$ cat config.mk
export PLATFORM = sky130hd
export DESIGN_NAME = four_bit_complex_unpack_histogram_flat
export DESIGN_NICKNAME = d
export VERILOG_FILES = /design/src/fcuh_pkg.sv /design/src/fcuh_channels.sv /design/src/four_bit_complex_unpack_histogram.sv /design/src/fcuh_csr.sv /design/src/fcuh_hist_bank.sv /design/src/flat_wrapper.sv
export SDC_FILE = /design/constraint.sdc
export NUM_CORES = 2
export LEC_CHECK = 0
export BUFFER_PORTS_ARGS = -buffer_cell sky130_fd_sc_hd__clkbuf_2
export CAP_MARGIN = 10
export CELL_PAD_IN_SITES_DETAIL_PLACEMENT = 1
export CELL_PAD_IN_SITES_GLOBAL_PLACEMENT = 2
export CORE_ASPECT_RATIO = 0.6
export CORE_MARGIN = 5
export CORE_UTILIZATION = 40
export CTS_CLUSTER_DIAMETER = 100
export DETAILED_ROUTE_END_ITERATION = 8
export GPL_ROUTABILITY_DRIVEN = 0
export PLACE_DENSITY_LB_ADDON = 0.1
export SLEW_MARGIN = 5
export SYNTH_ARGS = -nofsm -noshare
export SYNTH_HDL_FRONTEND = slang
export SYNTH_SLANG_ARGS = --single-unit
export TNS_END_PERCENT = 10
$ cat constraint.sdc
create_clock -name clock -period 5.4 [get_ports clock]
set_clock_uncertainty 0.1 [all_clocks]
set_input_delay 1.08 -clock clock [delete_from_list [all_inputs] [get_ports clock]]
set_output_delay 1.08 -clock clock [all_outputs]
set_load 0.005 [all_outputs]
$ cat src/fcuh_pkg.sv
// Shared types and constants for the four-bit complex unpacker with histograms.
// Used by the channel interfaces, the register block, the histogram bank and the top level.
// No dependencies.
package fcuh_pkg;

   // Operation codes carried in the request word.
   localparam logic [1:0] OP_UNPACK = 2'd0;
   localparam logic [1:0] OP_READ   = 2'd1;
   localparam logic [1:0] OP_CLEAR  = 2'd2;

   // Register indexes on the configuration port (byte address = 4 * index).
   localparam logic [2:0] REG_POL_COUNT     = 3'd0;
   localparam logic [2:0] REG_SCALE_FIRST   = 3'd1;
   localparam logic [2:0] REG_SCALE_SECOND  = 3'd2;
   localparam logic [2:0] REG_OFFSET_FIRST  = 3'd3;
   localparam logic [2:0] REG_OFFSET_SECOND = 3'd4;

   localparam int CSR_ADDR_BITS = 5;
   localparam int CSR_DATA_BITS = 32;

   // Field widths.
   localparam int OPCODE_BITS = 2;
   localparam int BYTE_BITS   = 8;
   localparam int NIB_BITS    = 4;
   localparam int SELECT_BITS = 6;
   localparam int SCALE_BITS  = 24;
   localparam int VALUE_BITS  = 32;
   localparam int PROD_BITS   = NIB_BITS + SCALE_BITS;

   // Each histogram bank holds one part (real or imaginary) for both polarizations.
   localparam int BANK_DEPTH     = 32;
   localparam int BANK_ADDR_BITS = 5;

   localparam int COUNT_BITS_DEFAULT = 32;

   // Register reset values.
   localparam logic [1:0]            POL_COUNT_RESET = 2'd2;
   localparam logic [SCALE_BITS-1:0] SCALE_RESET     = 24'd65536;
   localparam logic [VALUE_BITS-1:0] OFFSET_RESET    = 32'd0;

   typedef struct packed {
      logic [1:0]            pol_count;
      logic [SCALE_BITS-1:0] scale_first;
      logic [SCALE_BITS-1:0] scale_second;
      logic [VALUE_BITS-1:0] offset_first;
      logic [VALUE_BITS-1:0] offset_second;
   } cfg_type;

   // Commit-stage command to a histogram bank.
   typedef struct packed {
      logic inc;
      logic clr;
   } bank_ctrl_type;

   // One result word as held in the output buffer.
   typedef struct packed {
      logic [VALUE_BITS-1:0] real_value;
      logic [VALUE_BITS-1:0] imag_value;
      logic                  sample_pol;
      logic [VALUE_BITS-1:0] bin_count;
   } rsp_word_type;

endpackage

$ cat src/fcuh_channels.sv
// Valid/ready channel interfaces for the request and response words.
// Depends on fcuh_pkg for the field widths.
interface fcuh_req_if import fcuh_pkg::*; ();
   logic                   valid;
   logic                   ready;
   logic [OPCODE_BITS-1:0] opcode;
   logic [BYTE_BITS-1:0]   packed_byte;
   logic [SELECT_BITS-1:0] bin_select;

   modport source (output valid, output opcode, output packed_byte, output bin_select,
                   input ready);
   modport sink (input valid, input opcode, input packed_byte, input bin_select,
                 output ready);
endinterface

interface fcuh_rsp_if import fcuh_pkg::*; ();
   logic                  valid;
   logic                  ready;
   logic [VALUE_BITS-1:0] real_value;
   logic [VALUE_BITS-1:0] imag_value;
   logic                  sample_pol;
   logic [VALUE_BITS-1:0] bin_count;

   modport source (output valid, output real_value, output imag_value, output sample_pol,
                   output bin_count, input ready);
   modport sink (input valid, input real_value, input imag_value, input sample_pol,
                 input bin_count, output ready);
endinterface

$ cat src/four_bit_complex_unpack_histogram.sv
// Four-bit complex sample unpacker with per-polarization value histograms.
// Request channel req_ch carries opcode, packed_byte and bin_select; response
// channel rsp_ch carries real_value, imag_value, sample_pol and bin_count.
// Every accepted request word produces exactly one response word.
// The csr_ port is APB-style: pol_count, scale_first, scale_second,
// offset_first and offset_second at byte addresses 0, 4, 8, 12 and 16.
// A response word passes through the commit stage registers and then the output
// buffer before it is offered on rsp_ch. Throughput: one word per cycle while
// req_ch.ready is high, set by the single read-modify-write per histogram bank
// per word (real and imaginary parts live in separate banks, each with one read
// and one write port).
// Reset restores the register defaults, the position bit and empties every
// histogram at once through per-entry valid bits; no clearing pass is needed.
// When the receiver stalls, up to two finished words wait in the output
// buffer, and req_ch.ready drops while the buffer and the commit stage
// together hold two words and none of them leaves in that cycle.
// Depends on fcuh_pkg, fcuh_channels, fcuh_csr and fcuh_hist_bank.
module four_bit_complex_unpack_histogram import fcuh_pkg::*; #(
   parameter int COUNT_BITS = COUNT_BITS_DEFAULT
) (
   input  logic                     clock,
   input  logic                     reset,
   fcuh_req_if.sink                 req_ch,
   fcuh_rsp_if.source               rsp_ch,
   input  logic                     csr_psel,
   input  logic                     csr_penable,
   input  logic                     csr_pwrite,
   input  logic [CSR_ADDR_BITS-1:0] csr_paddr,
   input  logic [CSR_DATA_BITS-1:0] csr_pwdata,
   output logic [CSR_DATA_BITS-1:0] csr_prdata,
   output logic                     csr_pready
);

   cfg_type cfg;

   fcuh_csr u_csr (
      .clock   (clock),
      .reset   (reset),
      .psel    (csr_psel),
      .penable (csr_penable),
      .pwrite  (csr_pwrite),
      .paddr   (csr_paddr),
      .pwdata  (csr_pwdata),
      .prdata  (csr_prdata),
      .pready  (csr_pready),
      .cfg     (cfg)
   );

   // Accept stage: polarization tracking, bank addressing and the products.
   logic                         accept;
   logic                         two_pol;
   logic                         pol;
   logic                         pos_ff, pos_in;
   logic signed [NIB_BITS-1:0]   nib_re, nib_im;
   logic signed [SCALE_BITS-1:0] scale_sel;
   logic signed [PROD_BITS-1:0]  prod_re, prod_im;
   logic [BANK_ADDR_BITS-1:0]    addr_re, addr_im;

   assign accept  = req_ch.valid && req_ch.ready;
   assign two_pol = cfg.pol_count[1];
   assign pol     = two_pol && pos_ff;
   assign nib_re  = req_ch.packed_byte[NIB_BITS-1:0];
   assign nib_im  = req_ch.packed_byte[BYTE_BITS-1:NIB_BITS];

   assign scale_sel = pol ? cfg.scale_second : cfg.scale_first;
   assign prod_re   = nib_re * scale_sel;
   assign prod_im   = nib_im * scale_sel;

   // Bin index is the nibble plus eight, which is the nibble with its top bit flipped.
   always_comb begin
      if (req_ch.opcode == OP_READ) begin
         addr_re = {req_ch.bin_select[5], req_ch.bin_select[3:0]};
         addr_im = {req_ch.bin_select[5], req_ch.bin_select[3:0]};
      end else begin
         addr_re = {pol, ~nib_re[NIB_BITS-1], nib_re[NIB_BITS-2:0]};
         addr_im = {pol, ~nib_im[NIB_BITS-1], nib_im[NIB_BITS-2:0]};
      end
   end

   // Position bit toggles on each sample with two polarizations; clear resets it.
   always_comb begin
      pos_in = pos_ff;
      if (accept) begin
         priority if (req_ch.opcode == OP_UNPACK) begin
            pos_in = two_pol ? ~pos_ff : 1'b0;
         end else if (req_ch.opcode == OP_CLEAR) begin
            pos_in = 1'b0;
         end else begin
            pos_in = pos_ff;
         end
      end
   end

   always_ff @(posedge clock) begin
      if (reset) begin
         pos_ff <= 1'b0;
      end else begin
         pos_ff <= pos_in;
      end
   end

   // Commit stage registers.
   logic                        s1_valid_ff;
   logic [OPCODE_BITS-1:0]      s1_op_ff;
   logic                        s1_pol_ff;
   logic                        s1_part_ff;
   logic signed [PROD_BITS-1:0] s1_prod_re_ff, s1_prod_im_ff;

   always_ff @(posedge clock) begin
      if (reset) begin
         s1_valid_ff <= 1'b0;
      end else begin
         s1_valid_ff <= accept;
      end
   end

   always_ff @(posedge clock) begin
      if (accept) begin
         s1_op_ff      <= req_ch.opcode;
         s1_pol_ff     <= pol;
         s1_part_ff    <= req_ch.bin_select[4];
         s1_prod_re_ff <= prod_re;
         s1_prod_im_ff <= prod_im;
      end
   end

   // Histogram banks: real parts and imaginary parts.
   bank_ctrl_type         bank_ctrl;
   logic [COUNT_BITS-1:0] count_re, count_im;

   assign bank_ctrl.inc = s1_valid_ff && (s1_op_ff == OP_UNPACK);
   assign bank_ctrl.clr = s1_valid_ff && (s1_op_ff == OP_CLEAR);

   fcuh_hist_bank #(.COUNT_BITS(COUNT_BITS)) u_bank_re (
      .clock   (clock),
      .reset   (reset),
      .rd_en   (accept),
      .rd_addr (addr_re),
      .ctrl    (bank_ctrl),
      .count   (count_re)
   );

   fcuh_hist_bank #(.COUNT_BITS(COUNT_BITS)) u_bank_im (
      .clock   (clock),
      .reset   (reset),
      .rd_en   (accept),
      .rd_addr (addr_im),
      .ctrl    (bank_ctrl),
      .count   (count_im)
   );

   // Offset add with saturation to the signed 32-bit range.
   logic signed [VALUE_BITS-1:0] offset_sel;
   logic signed [VALUE_BITS:0]   sum_re, sum_im;
   logic [VALUE_BITS-1:0]        sat_re, sat_im;
   localparam logic [VALUE_BITS-1:0] SAT_MAX = {1'b0, {(VALUE_BITS-1){1'b1}}};
   localparam logic [VALUE_BITS-1:0] SAT_MIN = {1'b1, {(VALUE_BITS-1){1'b0}}};

   assign offset_sel = s1_pol_ff ? cfg.offset_second : cfg.offset_first;
   assign sum_re = {{(VALUE_BITS+1-PROD_BITS){s1_prod_re_ff[PROD_BITS-1]}}, s1_prod_re_ff}
                 + {offset_sel[VALUE_BITS-1], offset_sel};
   assign sum_im = {{(VALUE_BITS+1-PROD_BITS){s1_prod_im_ff[PROD_BITS-1]}}, s1_prod_im_ff}
                 + {offset_sel[VALUE_BITS-1], offset_sel};

   always_comb begin
      if (sum_re[VALUE_BITS] != sum_re[VALUE_BITS-1]) begin
         sat_re = sum_re[VALUE_BITS] ? SAT_MIN : SAT_MAX;
      end else begin
         sat_re = sum_re[VALUE_BITS-1:0];
      end
      if (sum_im[VALUE_BITS] != sum_im[VALUE_BITS-1]) begin
         sat_im = sum_im[VALUE_BITS] ? SAT_MIN : SAT_MAX;
      end else begin
         sat_im = sum_im[VALUE_BITS-1:0];
      end
   end

   // Selected bin count, saturated to 32 bits when the counters are wider.
   logic [COUNT_BITS-1:0] count_sel;
   logic [63:0]           count_wide;
   logic [VALUE_BITS-1:0] count_out;

   assign count_sel  = s1_part_ff ? count_im : count_re;
   assign count_wide = 64'(count_sel);
   assign count_out  = (count_wide > 64'h0000_0000_FFFF_FFFF) ? '1 : count_wide[31:0];

   // Response word assembly.
   rsp_word_type s1_word;

   always_comb begin
      s1_word = '0;
      unique case (s1_op_ff)
         OP_UNPACK: begin
            s1_word.real_value = sat_re;
            s1_word.imag_value = sat_im;
            s1_word.sample_pol = s1_pol_ff;
         end
         OP_READ: begin
            s1_word.bin_count = count_out;
         end
         default: begin
            s1_word = '0;
         end
      endcase
   end

   // Two-entry output buffer decouples the commit stage from receiver stalls.
   rsp_word_type buf_ff [2];
   logic         wr_ptr_ff, wr_ptr_in;
   logic         rd_ptr_ff, rd_ptr_in;
   logic [1:0]   fill_ff, fill_in;
   logic         push, pop;
   logic [1:0]   in_flight;

   assign push      = s1_valid_ff;
   assign pop       = rsp_ch.valid && rsp_ch.ready;
   assign in_flight = fill_ff + 2'(s1_valid_ff);

   // Room for a new word once everything in flight has a buffer slot.
   assign req_ch.ready = (in_flight < 2'd2) || ((in_flight == 2'd2) && pop);

   assign wr_ptr_in = push ? ~wr_ptr_ff : wr_ptr_ff;
   assign rd_ptr_in = pop ? ~rd_ptr_ff : rd_ptr_ff;
   assign fill_in   = fill_ff + 2'(push) - 2'(pop);

   always_ff @(posedge clock) begin
      if (reset) begin
         wr_ptr_ff <= 1'b0;
         rd_ptr_ff <= 1'b0;
         fill_ff   <= 2'd0;
      end else begin
         wr_ptr_ff <= wr_ptr_in;
         rd_ptr_ff <= rd_ptr_in;
         fill_ff   <= fill_in;
      end
   end

   always_ff @(posedge clock) begin
      if (push) begin
         buf_ff[wr_ptr_ff] <= s1_word;
      end
   end

   assign rsp_ch.valid      = (fill_ff != 2'd0);
   assign rsp_ch.real_value = buf_ff[rd_ptr_ff].real_value;
   assign rsp_ch.imag_value = buf_ff[rd_ptr_ff].imag_value;
   assign rsp_ch.sample_pol = buf_ff[rd_ptr_ff].sample_pol;
   assign rsp_ch.bin_count  = buf_ff[rd_ptr_ff].bin_count;

endmodule

$ cat src/fcuh_csr.sv
// APB-style configuration registers: polarization count, scales and offsets.
// Depends on fcuh_pkg for register indexes, reset values and cfg_type.
module fcuh_csr import fcuh_pkg::*; (
   input  logic                     clock,
   input  logic                     reset,
   input  logic                     psel,
   input  logic                     penable,
   input  logic                     pwrite,
   input  logic [CSR_ADDR_BITS-1:0] paddr,
   input  logic [CSR_DATA_BITS-1:0] pwdata,
   output logic [CSR_DATA_BITS-1:0] prdata,
   output logic                     pready,
   output cfg_type                  cfg
);

   cfg_type    cfg_ff, cfg_in;
   logic [2:0] reg_index;
   logic       wr_en;

   assign pready    = 1'b1;
   assign reg_index = paddr[CSR_ADDR_BITS-1:2];
   assign wr_en     = psel && penable && pwrite;
   assign cfg       = cfg_ff;

   // Register writes; addresses beyond the list are ignored.
   always_comb begin
      cfg_in = cfg_ff;
      if (wr_en) begin
         unique case (reg_index)
            REG_POL_COUNT:     cfg_in.pol_count     = pwdata[1:0];
            REG_SCALE_FIRST:   cfg_in.scale_first   = pwdata[SCALE_BITS-1:0];
            REG_SCALE_SECOND:  cfg_in.scale_second  = pwdata[SCALE_BITS-1:0];
            REG_OFFSET_FIRST:  cfg_in.offset_first  = pwdata;
            REG_OFFSET_SECOND: cfg_in.offset_second = pwdata;
            default:           cfg_in = cfg_ff;
         endcase
      end
   end

   always_ff @(posedge clock) begin
      if (reset) begin
         cfg_ff.pol_count     <= POL_COUNT_RESET;
         cfg_ff.scale_first   <= SCALE_RESET;
         cfg_ff.scale_second  <= SCALE_RESET;
         cfg_ff.offset_first  <= OFFSET_RESET;
         cfg_ff.offset_second <= OFFSET_RESET;
      end else begin
         cfg_ff <= cfg_in;
      end
   end

   // Read-back of the stored register bits.
   always_comb begin
      unique case (reg_index)
         REG_POL_COUNT:     prdata = {30'd0, cfg_ff.pol_count};
         REG_SCALE_FIRST:   prdata = {8'd0, cfg_ff.scale_first};
         REG_SCALE_SECOND:  prdata = {8'd0, cfg_ff.scale_second};
         REG_OFFSET_FIRST:  prdata = cfg_ff.offset_first;
         REG_OFFSET_SECOND: prdata = cfg_ff.offset_second;
         default:           prdata = '0;
      endcase
   end

endmodule

$ cat src/fcuh_hist_bank.sv
// One histogram bank: a synchronous memory of saturating bin counters with
// read-modify-write, write forwarding and per-entry valid bits for instant clearing.
// Depends on fcuh_pkg for bank geometry and bank_ctrl_type.
module fcuh_hist_bank import fcuh_pkg::*; #(
   parameter int COUNT_BITS = COUNT_BITS_DEFAULT
) (
   input  logic                      clock,
   input  logic                      reset,
   input  logic                      rd_en,
   input  logic [BANK_ADDR_BITS-1:0] rd_addr,
   input  bank_ctrl_type             ctrl,
   output logic [COUNT_BITS-1:0]     count
);

   logic [COUNT_BITS-1:0]     mem [BANK_DEPTH];
   logic [COUNT_BITS-1:0]     rd_data_ff;
   logic [BANK_ADDR_BITS-1:0] addr_ff;
   logic [BANK_DEPTH-1:0]     valid_ff, valid_in;
   logic                      fwd_valid_ff, fwd_valid_in;
   logic [BANK_ADDR_BITS-1:0] fwd_addr_ff;
   logic [COUNT_BITS-1:0]     fwd_data_ff;
   logic [COUNT_BITS-1:0]     next_count;

   // Read port: data is registered, the address follows the word into the commit stage.
   always_ff @(posedge clock) begin
      if (rd_en) begin
         rd_data_ff <= mem[rd_addr];
         addr_ff    <= rd_addr;
      end
   end

   // Current bin value: the last write wins over stale memory data, a cleared entry reads zero.
   always_comb begin
      priority if (fwd_valid_ff && (fwd_addr_ff == addr_ff)) begin
         count = fwd_data_ff;
      end else if (valid_ff[addr_ff]) begin
         count = rd_data_ff;
      end else begin
         count = '0;
      end
   end

   // Saturating increment.
   assign next_count = (&count) ? count : count + COUNT_BITS'(1);

   // Write port.
   always_ff @(posedge clock) begin
      if (ctrl.inc) begin
         mem[addr_ff] <= next_count;
      end
   end

   // Forwarding register holds the most recent write.
   always_ff @(posedge clock) begin
      if (ctrl.inc) begin
         fwd_addr_ff <= addr_ff;
         fwd_data_ff <= next_count;
      end
   end

   // Valid bits and forwarding flag.
   always_comb begin
      valid_in     = valid_ff;
      fwd_valid_in = fwd_valid_ff;
      if (ctrl.clr) begin
         valid_in     = '0;
         fwd_valid_in = 1'b0;
      end else if (ctrl.inc) begin
         valid_in[addr_ff] = 1'b1;
         fwd_valid_in      = 1'b1;
      end
   end

   always_ff @(posedge clock) begin
      if (reset) begin
         valid_ff     <= '0;
         fwd_valid_ff <= 1'b0;
      end else begin
         valid_ff     <= valid_in;
         fwd_valid_ff <= fwd_valid_in;
      end
   end

endmodule

$ cat src/flat_wrapper.sv
// flat-port wrapper written by rule: the top's interface ports become plain ports
module four_bit_complex_unpack_histogram_flat import fcuh_pkg::*;
#(
   parameter int COUNT_BITS = COUNT_BITS_DEFAULT
)
  (clock, reset, csr_psel, csr_penable, csr_pwrite, csr_paddr, csr_pwdata, csr_prdata, csr_pready, req_ch_valid, req_ch_opcode, req_ch_packed_byte, req_ch_bin_select, req_ch_ready, rsp_ch_valid, rsp_ch_real_value, rsp_ch_imag_value, rsp_ch_sample_pol, rsp_ch_bin_count, rsp_ch_ready);
  fcuh_req_if req_ch_i ();
  fcuh_rsp_if rsp_ch_i ();
  input  logic clock;
  input  logic reset;
  input  logic csr_psel;
  input  logic csr_penable;
  input  logic csr_pwrite;
  input  logic [CSR_ADDR_BITS-1:0] csr_paddr;
  input  logic [CSR_DATA_BITS-1:0] csr_pwdata;
  output logic [CSR_DATA_BITS-1:0] csr_prdata;
  output logic csr_pready;
  input wire logic [$bits(req_ch_i.valid)-1:0] req_ch_valid;
  input wire logic [$bits(req_ch_i.opcode)-1:0] req_ch_opcode;
  input wire logic [$bits(req_ch_i.packed_byte)-1:0] req_ch_packed_byte;
  input wire logic [$bits(req_ch_i.bin_select)-1:0] req_ch_bin_select;
  output wire logic [$bits(req_ch_i.ready)-1:0] req_ch_ready;
  output wire logic [$bits(rsp_ch_i.valid)-1:0] rsp_ch_valid;
  output wire logic [$bits(rsp_ch_i.real_value)-1:0] rsp_ch_real_value;
  output wire logic [$bits(rsp_ch_i.imag_value)-1:0] rsp_ch_imag_value;
  output wire logic [$bits(rsp_ch_i.sample_pol)-1:0] rsp_ch_sample_pol;
  output wire logic [$bits(rsp_ch_i.bin_count)-1:0] rsp_ch_bin_count;
  input wire logic [$bits(rsp_ch_i.ready)-1:0] rsp_ch_ready;
  assign req_ch_i.valid = req_ch_valid;
  assign req_ch_i.opcode = req_ch_opcode;
  assign req_ch_i.packed_byte = req_ch_packed_byte;
  assign req_ch_i.bin_select = req_ch_bin_select;
  assign req_ch_ready = req_ch_i.ready;
  assign rsp_ch_valid = rsp_ch_i.valid;
  assign rsp_ch_real_value = rsp_ch_i.real_value;
  assign rsp_ch_imag_value = rsp_ch_i.imag_value;
  assign rsp_ch_sample_pol = rsp_ch_i.sample_pol;
  assign rsp_ch_bin_count = rsp_ch_i.bin_count;
  assign rsp_ch_i.ready = rsp_ch_ready;
  four_bit_complex_unpack_histogram #(.COUNT_BITS(COUNT_BITS)) u_core (.clock(clock), .reset(reset), .req_ch(req_ch_i), .rsp_ch(rsp_ch_i), .csr_psel(csr_psel), .csr_penable(csr_penable), .csr_pwrite(csr_pwrite), .csr_paddr(csr_paddr), .csr_pwdata(csr_pwdata), .csr_prdata(csr_prdata), .csr_pready(csr_pready));
endmodule
==> summary.txt <==
HPWL Detailed = 252 mm
sequential share of the synthesized area = 67.1%
Fill cells = 29167
post-place setup slack = -0.466 ns
final total power = 50.3 mW
fin util = 46.7%
Crit. End Element = flip-flop
area fraction of the dominant cell type after synthesis = 63.9%
Worst Path Max Fanout = 4
TritonCTS clock tree = yes
clock share of power = 36.9%
Clk pin slew, worst setup/hold paths = 0.06 ns
routed via count = 80454
Yosys warning count = 0
reg2reg start = u_core.u_csr.cfg[113]
RSZ-0062 raised after global routing = true
top-count cell post-synth = nand2_1
Sink Count = 2634
Iter 0 DRT Violations = 8600
first-pass GRT wire length = 581 mm
Avg WL per Cell = 29.2 um
drt pass-1 iters = 6
final hold vios = 0
Worst EP arrival = 5.76 ns
Pwr per Cell Area = 376 mW/mm2
DP Cell Count = 13302
final hold slack = 0.361 ns
Peak VDD IR = 276 uV
non-filler cells, final = 13788
grt total ovfl = 0
P_int = 36.5 mW
final worst path period need = 5.24 ns
PnR worst setup slack = 0.158 ns
IO Port Bufs = 188
DR vias/cell = 5.84
WL final = 403 mm
Flop pwr share = 48.1%
Reg2Reg Depth = 23
R2R Setup Slk = 0.16 ns
synthesized area per cell = 12.4 um2
most used flip-flop cell after synthesis = edfxtp_1
max cap viols = 0
CORE AREA = 0.286 mm2
EDFF count, synth = 2448
worst slew pin tran = 1.32 ns
Clock Path Buffers = 4
area of placed instances = 0.125 mm2
WP buf/inv = 6
IO Pins = 192
Switching Fraction = 27.5%
synthesis-stage register bit count = 2634
clock latency on the worst-skew pair = 0.89 ns
Final setup viols = 0
Startpoint Class = flip-flop
Slowest cell on crit path = fa_1
Combinational Power Share = 15.0%
hold endpoint = u_core.u_csr.cfg[25]
Synth Cell Area = 0.115 mm2
total CTS buffers = 273
vias in the first global route = 80815
Worst slew margin = 11.3%
critical path's most frequent cell = buf_4
largest net degree at the start of global routing = 98
CP max stage delay = 0.50 ns
Syn-to-layout area delta = 16.2%
worst-path cell chain = nand2_4, buf_6, mux2i_1, buf_4, nand2_1, fa_1, fa_1, inv_1, fa_1, ha_4, fa_2, a21o_1, a21oi_2, o21ai_2, o41ai_2, buf_4, o31ai_1, buf_4, o21ai_1, buf_4, o211ai_1, o211ai_1, xnor2_1
Synth top cells by count = 2527 x nand2_1, 2448 x edfxtp_1, 570 x nand3_1
Final TNS setup = 0 ns
min-delay src = csr_pwdata[25]
CP required = 5.92 ns
gr usage total = 26.4%
Hold-fix buffers, CTS = 0
switching component of the power = 13.8 mW
syn nets = 9643
Lkg Pwr = 47.5 nW
top post-synthesis cells by area = edfxtp_1 64%, nand2_1 8.2%, a311oi_1 3.4%, dfxtp_1 3.2%, nand3_1 2.5%
Fmax achieved = 0.191 GHz
ys async rst share = 0%
HP Class = input port to flip-flop
post-synthesis cell type count = 88
Initial Utilization = 40.2%
CTS HTree Levels = 5
Die Y = 425 um
Slew Viols, Final = 0
row cnt = 152
final period utilization = 97.1%
initial antenna violation count = 30
Residual DRC = 0
Mapped Cells = 9309
layout cells sized above 1 = 14.6%
Layout Nets = 10068
status = completed
Min-Delay Path Depth = 3
FF-to-FF End = u_core.s1_prod_re_ff[27]
Detail Route Antenna Nets = 0
die area = 0.299 mm2
cell taking the most area after synthesis = edfxtp_1
critical path type = flip-flop to flip-flop
width of the die = 702 um
Design Area, Final = 0.134 mm2
Root Driver = clkbuf_16
Worst path top cell family by delay = adder cells
==> cells in the final DEF, fill, tap and decap left out, drive strengths merged, types with 100 or more instances in the layout <==
cell and n:
nand2 2527, nor2 195, dfxtp 186, and3 276, nor2b 162, buf 556
ha 174, fa 100, edfxtp 2448, mux2 131, clkbuf 535, a21oi 319
nand3 570, a311oi 452, xnor2 103
==> worst reg2reg max path, cell delays in order, from the launching register on <==
cell	delay, ns
dfxtp_2	0.33
nand2_4	0.12
buf_6	0.13
mux2i_1	0.21
buf_4	0.16
nand2_1	0.07
fa_1	0.46
fa_1	0.50
inv_1	0.06
fa_1	0.50
ha_4	0.20
fa_2	0.39
a21o_1	0.19
a21oi_2	0.18
o21ai_2	0.10
o41ai_2	0.28
buf_4	0.17
o31ai_1	0.09
buf_4	0.16
o21ai_1	0.13
buf_4	0.14
o211ai_1	0.10
o211ai_1	0.13
xnor2_1	0.09
==> flip-flops by register name (all words and copies together), names as in the netlist, 2 cells and up, named ones only <==
name / cells
u_core.u_bank_re.rd_data_ff: 32
u_core.s1_op_ff: 2
u_core.u_bank_im.mem: 1024
u_core.s1_prod_re_ff: 28
u_core.u_bank_re.mem: 1024
u_core.u_bank_im.rd_data_ff: 32
u_core.u_bank_im.fwd_addr_ff: 5
u_core.u_bank_im.fwd_data_ff: 32
u_core.u_bank_im.addr_ff: 5
u_core.u_bank_re.valid_ff: 32
u_core.u_bank_re.addr_ff: 4
u_core.u_bank_re.fwd_addr_ff: 4
u_core.buf_ff: 194
u_core.u_csr.cfg: 114
u_core.fill_ff: 2
u_core.u_bank_im.valid_ff: 32
u_core.u_bank_re.fwd_data_ff: 32
u_core.s1_prod_im_ff: 28
==> how the worst max path moves through the flow <==
stage,from,to,slack [ns],cells past startpoint
2_1_floorplan,req_ch_packed_byte[3],u_core.s1_prod_re_ff[21],0.0005,18
3_3_place_gp,req_ch_packed_byte[1],u_core.s1_prod_re_ff[21],-0.50,18
3_5_place_dp,req_ch_packed_byte[1],u_core.s1_prod_re_ff[21],-0.47,18
4_1_cts,u_core.s1_pol_ff,u_core.buf_ff[1][49],0.0005,21
5_1_grt,u_core.u_bank_im.addr_ff[4],u_core.u_bank_im.fwd_data_ff[5],-0.03,14
6_report,u_core.u_csr.cfg[113],u_core.s1_prod_re_ff[27],0.16,23
==> routing by layer <==
| layer | part of all wire, % | track usage [%] | vias to the layer above |
|---|---|---|---|
| met5 | 0 | 0 | - |
| met4 | 1.9 | 4.97 | 0 |
| met3 | 7.2 | 3.93 | 442 |
| met2 | 40 | 36.6 | 2697 |
| met1 | 51 | 43.4 | 42268 |
| li1 | - | - | 35047 |
==> power by group through the flow <==
stage	combinational, mW	sequential [mW]	clock (mW)
2_1_floorplan	3.91	24.4	0
3_3_place_gp	7.38	24.6	0
3_5_place_dp	7.51	24.6	0
4_1_cts	7.56	24.2	19.0
5_1_grt	8.11	24.2	19.8
6_report	7.55	24.2	18.5
==> cell families after synthesis <==
family | Yosys count | share of synthesized area, %
xor gates and xnor gates | 179 | 1.36
DFF | 2634 | 67.1
other | 1 | 0.00326
muxes | 199 | 1.88
and+or+nand+nor | 3981 | 15.2
buffers and inverters | 674 | 2.26
AOI/OAI and AO/OA | 1367 | 8.56
adders and majority gates | 274 | 3.63
==> what timing repair did <==
action | CTS | global route
setup buffers | 1 | 6
setup endpoints to repair | 73 | 97
pin swaps | 2 | 12
resized for setup | 10 | 36
==> final cells by class <==
cell class	instances	area [um2]	share of cell area (%)
diodes	5	12.5	0.00936
clock buffers	348	7410	5.54
clock inverters	126	996	0.745
inverters	81	347	0.259
multi-input cells	6001	36500	27.3
flip-flops and latches	2634	77200	57.8
well taps	3850	4820	3.60
repair buffers	743	6350	4.75
(Power assumes the default switching activity.)
